File: src/rtl/gdw_pkg.sv
// gdw_pkg: shared constants, item structs and the controller/datapath
// command and status types of the graph depth-first walker.
// No dependencies.
package gdw_pkg;

	localparam int MAX_VERTICES = 64;
	localparam int MAX_DEGREE   = 8;
	localparam int MAX_RESULTS  = 64;

	localparam int VW   = $clog2(MAX_VERTICES);        // vertex id width
	localparam int DW   = $clog2(MAX_DEGREE);          // slot index width
	localparam int DCW  = DW + 1;                      // degree count width
	localparam int SD   = MAX_VERTICES * MAX_DEGREE;   // store and stack depth
	localparam int SAW  = VW + DW;                     // store/stack address width
	localparam int SPW  = SAW + 1;                     // stack pointer width
	localparam int CW   = $clog2(MAX_RESULTS + 1);     // visit count width
	localparam int NVW  = 7;                           // num_vertices register width

	localparam logic OP_INSERT = 1'b0;
	localparam logic OP_SEARCH = 1'b1;

	localparam logic KIND_ACK   = 1'b0;
	localparam logic KIND_VISIT = 1'b1;

	localparam logic [1:0] ST_OK    = 2'd0;
	localparam logic [1:0] ST_FULL  = 2'd1;
	localparam logic [1:0] ST_RANGE = 2'd2;

	typedef struct packed {
		logic          operation;
		logic [VW-1:0] vertex_a;
		logic [VW-1:0] vertex_b;
	} in_item_t;

	typedef struct packed {
		logic          kind;
		logic [VW-1:0] vertex;
		logic          last;
		logic [1:0]    status;
	} out_item_t;

	typedef struct packed {
		logic load_in;
		logic ins_rd;
		logic ins_w1;
		logic ins_w2;
		logic ack;
		logic srch_err;
		logic srch_init;
		logic pop;
		logic visit;
		logic nb_start;
		logic nb_step;
		logic flush;
	} gdw_cmd_t;

	typedef struct packed {
		logic start_ok;
		logic ins_ok;
		logic sp_zero;
		logic cnt_full;
		logic pop_ok;
		logic pend_vld;
		logic out_free;
		logic nb_done;
	} gdw_st_t;

endpackage

File: src/rtl/gdw_ctrl.sv
// gdw_ctrl: sequencer for insert and depth-first search items.
// Depends on gdw_pkg (command and status structs, operation codes).
module gdw_ctrl (
	input  logic              clk,
	input  logic              arst_n,
	input  logic              req_valid,
	input  logic              req_op,
	output logic              req_ready,
	input  gdw_pkg::gdw_st_t  st,
	output gdw_pkg::gdw_cmd_t cmd
);

	typedef enum logic [3:0] {
		S_IDLE,
		S_INS_RD,
		S_INS_CHK,
		S_INS_W1,
		S_INS_W2,
		S_INS_ACK,
		S_SRCH_CHK,
		S_SRCH_ERR,
		S_POP,
		S_TEST,
		S_DEG,
		S_NB,
		S_FIN
	} state_t;

	state_t state_q, state_nxt;

	assign req_ready = (state_q == S_IDLE);

	always_comb begin
		cmd       = '0;
		state_nxt = state_q;
		case (state_q)
			S_IDLE: begin
				if (req_valid) begin
					cmd.load_in = 1'b1;
					state_nxt   = (req_op == gdw_pkg::OP_SEARCH) ? S_SRCH_CHK : S_INS_RD;
				end
			end
			S_INS_RD: begin
				cmd.ins_rd = 1'b1;
				state_nxt  = S_INS_CHK;
			end
			S_INS_CHK: begin
				state_nxt = st.ins_ok ? S_INS_W1 : S_INS_ACK;
			end
			S_INS_W1: begin
				cmd.ins_w1 = 1'b1;
				state_nxt  = S_INS_W2;
			end
			S_INS_W2: begin
				cmd.ins_w2 = 1'b1;
				state_nxt  = S_INS_ACK;
			end
			S_INS_ACK: begin
				if (st.out_free) begin
					cmd.ack   = 1'b1;
					state_nxt = S_IDLE;
				end
			end
			S_SRCH_CHK: begin
				if (st.start_ok) begin
					cmd.srch_init = 1'b1;
					state_nxt     = S_POP;
				end else begin
					state_nxt = S_SRCH_ERR;
				end
			end
			S_SRCH_ERR: begin
				if (st.out_free) begin
					cmd.srch_err = 1'b1;
					state_nxt    = S_IDLE;
				end
			end
			S_POP: begin
				if (st.sp_zero || st.cnt_full) begin
					state_nxt = S_FIN;
				end else begin
					cmd.pop   = 1'b1;
					state_nxt = S_TEST;
				end
			end
			S_TEST: begin
				if (!st.pop_ok) begin
					state_nxt = S_POP;
				end else if (!st.pend_vld || st.out_free) begin
					cmd.visit = 1'b1;
					state_nxt = S_DEG;
				end
			end
			S_DEG: begin
				cmd.nb_start = 1'b1;
				state_nxt    = S_NB;
			end
			S_NB: begin
				if (st.nb_done) begin
					state_nxt = S_POP;
				end else begin
					cmd.nb_step = 1'b1;
				end
			end
			S_FIN: begin
				if (st.out_free) begin
					cmd.flush = 1'b1;
					state_nxt = S_IDLE;
				end
			end
			default: begin
				state_nxt = S_IDLE;
			end
		endcase
	end

	always_ff @(posedge clk or negedge arst_n) begin
		if (!arst_n) begin
			state_q <= S_IDLE;
		end else begin
			state_q <= state_nxt;
		end
	end

endmodule

File: config.mk
export PLATFORM = sky130hd
export DESIGN_NAME = gdw_ctrl
export DESIGN_NICKNAME = d
export VERILOG_FILES = /design/src/rtl/gdw_pkg.sv /design/src/rtl/gdw_ctrl.sv
export SDC_FILE = /design/constraint.sdc
export NUM_CORES = 1
export LEC_CHECK = 0
export BUFFER_PORTS_ARGS = -buffer_cell sky130_fd_sc_hd__buf_2
export CORE_AREA = 5 5 42 44
export DETAILED_ROUTE_END_ITERATION = 8
export DIE_AREA = 0 0 47 49
export PLACE_DENSITY = 0.73
export SYNTH_ARGS = -nofsm -noshare
export SYNTH_HDL_FRONTEND = slang
export SYNTH_SLANG_ARGS = --single-unit
File: constraint.sdc
create_clock -name clk -period 3.05 [get_ports clk]
set_input_delay 0.4575 -clock clk [delete_from_list [all_inputs] [get_ports clk]]
set_output_delay 0.4575 -clock clk [all_outputs]
set_load 0.005 [all_outputs]
; Yosys cells after proc, flatten, opt, wreduce, memory -nomap -nowiden
; Cells that the tools add are included.
[word_totals]
word_cells = 52
output_inout_bits = 13
reg_bits = 4
[classes]
eq_ne = 16
mux = 29
reduce_logical = 6
[op_table]
columns = cell, n
row1 = case mux 4 bit (11 select lines), 1
row2 = two-way mux 4 bit, 6
row3 = == test 4 bit (second input constant), 5
row4 = two-way mux 1 bit, 19
row5 = == test 4 x 3 -> 1 bit (second input constant), 4
row6 = two-way mux 3 bit, 3
row7 = == test 4 x 2 -> 1 bit (second input constant), 2
row8 = == test 4 x 1 -> 1 bit (second input constant), 1
row9 = zero test 4 bit, 1
row10 = inequality test 2 bit (second input constant), 2
row11 = AND reduction 4 bit, 1
row12 = inequality test 3 bit (second input constant), 1
row13 = OR reduction 3 bit, 1
row14 = logical OR 1 bit, 2
row15 = inequality test 2 x 1 -> 1 bit (second input constant), 1
row16 = zero test 1 bit, 1

; Longest topological paths before layout
; Gate-level depths: netlist (run 1).
[depth]
word_depth = 5
ltp_mapped = 6
mapped_depth_nobuf = 4

; Worst setup path after synthesis (run 1)
; OpenSTA, ideal clock, no wires.
[synth_timing]
path_type = flip-flop to output port
startpoint = register state_q[1]
endpoint = output port cmd[11] in the netlist's numbering
required_time_ns = 2.592
t_arrival_ns = 1.241
path_stages_with_launch = 5
path_slack_ns = 1.352
n_path_buf = 1
path_cell_list = dfrtp_1 clkbuf_1 or2_1 nor3_1 and2_1
[synth_lines]
columns = item, line_no
row1 = start: declaration, gdw_ctrl.sv:29  ; state_t state_q, state_nxt;
row2 = start signal: assignment, gdw_ctrl.sv:121  ; state_q <= state_nxt;
row3 = end: declaration, gdw_ctrl.sv:10  ; output gdw_pkg::gdw_cmd_t cmd

==> reports/metrics.yaml, run 1 <==
run_status:
  status: "finished, final reports clean"
clock_network:
  cts_root_buffer: "clkbuf_4"
  numCtsBuffers: 3
  hold_buffers: 0
  cts_tree: "done"
  clk_latency_ns: 0.24
  ctsResizeCount: 0
  htreeDepth: 1
  post_cts_buffers: 0
  clk_pin_slew_ns: 0.04
  clock_sinks: 4
  clock_path_buffers: 2
finish:
  largest_registers: "state_q x4"
  num-fill-cells: 158
  layout_commonest_cell: "buf_2"
  stdcell_count: 110
  final_cell_mix: "buf_2, nand2b_1, nor2_1, nor2b_1"
  layout.nets: 108
  regMostFlops: "state_q"
  diodes: 0
  syn2layout_area_growth_pct: 27.7
  largest_reg_flops: 4
  drive_above_1_share_pct: 38.3
  postLayoutCoreUtil_pct: 48.9
  fin_area_um2: 686
worst_setup_path:
  start_kind: "flip-flop"
  cp_cell_sequence: "nor2b_1, and3_1, buf_2"
  r2r_cells: 4
  slowest_delay_ns: 0.69
  crit_start: "state_q[2]"
  cp_slowest_cell: "dfrtp_1"
  crit-reg2reg-capture: "state_q[1]"
  critPathKind: "reg2out"
  critPathCapture: "cmd[5]"
  crit_path_max_fanout: 18
  cp_num_cells: 3
  crit_buf_inv: 1
  r2r-start: "state_q[3]"
  r2r_setup_slack_ns: 1.12
  crit_family: "flip-flops"
  cp_data_arrival_time_ns: 1.62
  worstPathRequired_ns: 2.59
  critPathCaptureType: "primary output"
power:
  switching_power_uw: 299
  power_frac_clock_pct: 11.0
  p_int_uw: 329
  ir_worst_vdd_uv: 375
  power_frac_seq_pct: 30.2
  total_power_uw: 628
  comb_power_share_pct: 58.8
  power.density_mw_per_mm2: 915
  p_leak_uw: 0.000338
  switching_share_pct: 47.7
yosys:
  ys_seq_elements: 4
  synth_nets: 83
  synth-edff-count: 0
  ys_warn_count: 0
  ys_seq_area_share_pct: 18.6
  synth_cells: 71
  netlist_area_um2: 537
  synth_ff_type: "dfrtp_1"
  netlist.top_cell.by_area: "dfrtp_1"
  synthArstFlopShare_pct: 100
  syn_area_per_cell_um2: 7.56
  synth_cell_type_count: 35
  netlist.area_leader.share_pct: 18.6
  netlist_top_cells_area: "dfrtp_1, nand2b_1, nor2b_1"
floorplan:
  fp.dieW_um: 47
  start_util_pct: 38.3
  die_area_mm2: 0.00230
  rows: 14
  io_pins: 25
  dieHeight_um: 49
  core_mm2: 0.00140
global_routing:
  grt_pass1_vias: 490
  overflow: 0
  antenna_found_initial: 0
  grt_pass1_wl_um: 2180
  grt_usage_pct: 13.1
  grt_max_degree: 21
placed_design:
  place_inst: 106
  gp_congestion: 0.812
  dpl.hpwl_um: 1080
  dpl-instance-area_um2: 653
  io_buffers: 24
routing:
  drc: 0
  wl_met2_um: 635
  wl_um: 1460
  drt_first_iter_violations: 13
  routedWlPerCell_um: 13.2
  met3WireLength_um: 126
  routed.top_layer: "met4"
  drt-vias-per-instance: 5.43
  wl_met1_um: 649
  vias: 597
  firstDrtPassIters: 4
  postRouteAntennaNets: 0
worst_hold_path:
  min_path_type: "in2async"
timing:
  tightest_slew_ns: 0.572
  relSlewSlack_pct: 61.8
  period_share_pct: 68.2
  fin_skew_ns: 0.00374
  finalMaxSlewViolations: 0
  fin_crit_ns: 2.08
  setup_tns_ns: 0
  hold_viol: 0
  rsz0062_at_grt: "no"
  fmax_mhz: 481
  setup_viol: 0
job:
  drv_cap: 0
-- power groups by stage --
stage	sequential (uW)	clock, uW	combinational, uW
2_1_floorplan	108	0	354
3_3_place_gp	184	0	359
3_5_place_dp	187	0	364
4_1_cts	187	72.3	367
5_1_grt	201	76.0	402
6_report	189	69.3	369
-- synthesized netlist by cell type, types with 2 or more instances --
master	number
nand3_1	2
nand2b_1	7
nor2b_1	7
o21bai_1	2
a21o_1	3
clkbuf_1	3
nand2_1	3
nor2_1	7
o211ai_1	2
o31ai_1	2
dfrtp_1	4
nor3_1	4
a21oi_1	2
a21oi_2	2
-- per-layer routing --
layer / GRT usage (%) / up-vias
met3: 2.21 / 4
met4: 9.68 / 0
met2: 17.4 / 27
met1: 18.1 / 265
li1: - / 301
met5: 0 / -
-- stage by stage --
step                      setup slack, ns  hold slack (ns)
after detailed placement             1.16            0.266
final                               0.969            0.545
after floorplan                      1.35            0.162
after global routing                0.865            0.568
after CTS                           0.969          0.00324
after global placement               1.22            0.265
-- worst min path at each step --
stage,from,to,slack [ns]
global route,arst_n,state_q[0],0.57
finish,arst_n,state_q[0],0.55
CTS,arst_n,state_q[0],0.003
floorplan,arst_n,state_q[0],0.16
global placement,arst_n,state_q[0],0.26
detailed placement,arst_n,state_q[0],0.27
-- logic make-up (layout without fill, tap and decap cells) --
logic type             count (synthesis)  count (layout)  share of synthesized area, %
muxes                                  1               1                          2.80
and+or+nand+nor                       42              42                          48.3
AOI/OAI and AO/OA                     18              18                          25.2
buffers and inverters                  6              29                          5.13
DFF                                    4               4                          18.6
-- cell type report --
cell class,count,area [um^2],share of cell area (%)
clock buffer,3,22.5,3.28
inverter,1,3.75,0.547
multi-input combinational,61,409,59.7
sequential,4,100,14.6
tap,16,20.0,2.92
timing repair buffer,25,130,19.0
(Power assumes the default switching activity.)
==> inputs of run 2 (changes only) <==
Clock period 3.05 ns to 2 ns, I/O delays scaled along.
==> reports/metrics.yaml, run 2 (synthesis results as in run 1) <==
worst_setup_path:
  crit_family: "flip-flops"
  cp_num_cells: 4
  cp_data_arrival_time_ns: 1.51
  crit_path_max_fanout: 13
  critPathKind: "reg2out"
  cp_cell_sequence: "buf_4, nand2b_1, nor3_2, buf_2"
  r2r_setup_slack_ns: 0.20
  slowest_delay_ns: 0.55
  worstPathRequired_ns: 1.70
  critPathCaptureType: "primary output"
  r2r-start: "state_q[3]"
  cp_slowest_cell: "dfrtp_1"
  start_kind: "flip-flop"
  r2r_cells: 4
  crit-reg2reg-capture: "state_q[1]"
  crit_start: "state_q[3]"
  crit_buf_inv: 2
  critPathCapture: "cmd[4]"
timing:
  fmax_mhz: 552
  setup_viol: 0
  setup_tns_ns: 0
  finalMaxSlewViolations: 0
  fin_crit_ns: 1.81
  relSlewSlack_pct: 68.6
  fin_skew_ns: 0.000513
  tightest_slew_ns: 0.471
  hold_viol: 0
  period_share_pct: 90.5
  rsz0062_at_grt: "no"
power:
  power.density_mw_per_mm2: 1390
  p_leak_uw: 0.000358
  ir_worst_vdd_uv: 502
clock_network:
  clock_sinks: 4
  numCtsBuffers: 3
  cts_tree: "done"
  clock_path_buffers: 2
  clk_latency_ns: 0.23
  htreeDepth: 1
  cts_root_buffer: "clkbuf_4"
  clk_pin_slew_ns: 0.04
routing:
  routedWlPerCell_um: 12.9
  vias: 603
  wl_um: 1470
  drc: 0
  firstDrtPassIters: 4
  postRouteAntennaNets: 0
  drt_first_iter_violations: 8
  drt-vias-per-instance: 5.29
run_status:
  status: "finished, final reports clean"
finish:
  num-fill-cells: 160
  drive_above_1_share_pct: 40.8
  largest_registers: "state_q x4"
  postLayoutCoreUtil_pct: 51.1
  layout_commonest_cell: "buf_2"
  layout.nets: 112
  final_cell_mix: "buf_2, nand2b_1, nor2_1, nor2b_1"
  regMostFlops: "state_q"
  diodes: 0
  multi_input_area_um2: 409
  syn2layout_area_growth_pct: 33.3
  largest_reg_flops: 4
  seqCellArea_um2: 100
floorplan:
  rows: 14
  io_pins: 25
  fp.dieW_um: 47
  die_area_mm2: 0.00230
  core_mm2: 0.00140
  dieHeight_um: 49
  start_util_pct: 38.3
placed_design:
  dpl.hpwl_um: 1230
  io_buffers: 24
  gp_congestion: 0.884
global_routing:
  overflow: 0
  grt_pass1_wl_um: 2460
  grt_pass1_vias: 575
  grt_usage_pct: 14.1
  grt_max_degree: 15
  antenna_found_initial: 0
job:
  drv_cap: 0
worst_hold_path:
  min_path_type: "in2async"
run 2: per-layer routing:
| layer | track usage, % | share of wire (%) | vias up |
|---|---|---|---|
| met2 | 21.9 | 48 | 19 |
| met1 | 19.7 | 46 | 274 |
| met4 | 5.99 | 0 | 0 |
| li1 | - | - | 310 |
| met3 | 0.369 | 5.5 | 0 |
| met5 | 0 | 0 | - |
run 2: how the worst min path moves through the flow:
stage	endpoint	slack [ns]	cells after the start
floorplan	state_q[0]	0.004	0
global placement	state_q[2]	0.11	1
detailed placement	state_q[2]	0.11	1
CTS	state_q[1]	0.40	2
global route	state_q[1]	0.42	2
finish	state_q[1]	0.41	2
run 2: power by group:
group,internal (uW),total (uW),switching [uW]
registers,122,233,110
clock network,66.9,96.9,30.0
logic,359,668,309
total,548,997,449
run 2: timing repair:
item / 4_1_cts / 5_1_grt
hold buffers: 1 / 0
setup buffers: 0 / 0
gates resized for setup: 0 / 0
endpoints found under the hold margin: 4 / 0
endpoints found under the setup margin: 0 / 0
run 2: layout make-up:
cell class                 instances  area share (%)
multi-input combinational         61            57.2
timing repair buffer              29            22.4
sequential                         4            14.0
clock buffer                       3            3.15
tap                               16            2.80
inverter                           1           0.524
run 2: per-stage QoR:
step                      instance area, um^2  power (uW)  std cells  hold slack, ns  setup slack, ns
after CTS                                 716        1000        114           0.402            0.192
final                                     716         997        114           0.409            0.190
after global placement                    683         884        110           0.108            0.268
after floorplan                           537         705         71         0.00441            0.374
after global routing                      716        1090        114           0.421           0.0831
after detailed placement                  683         898        110           0.109            0.212
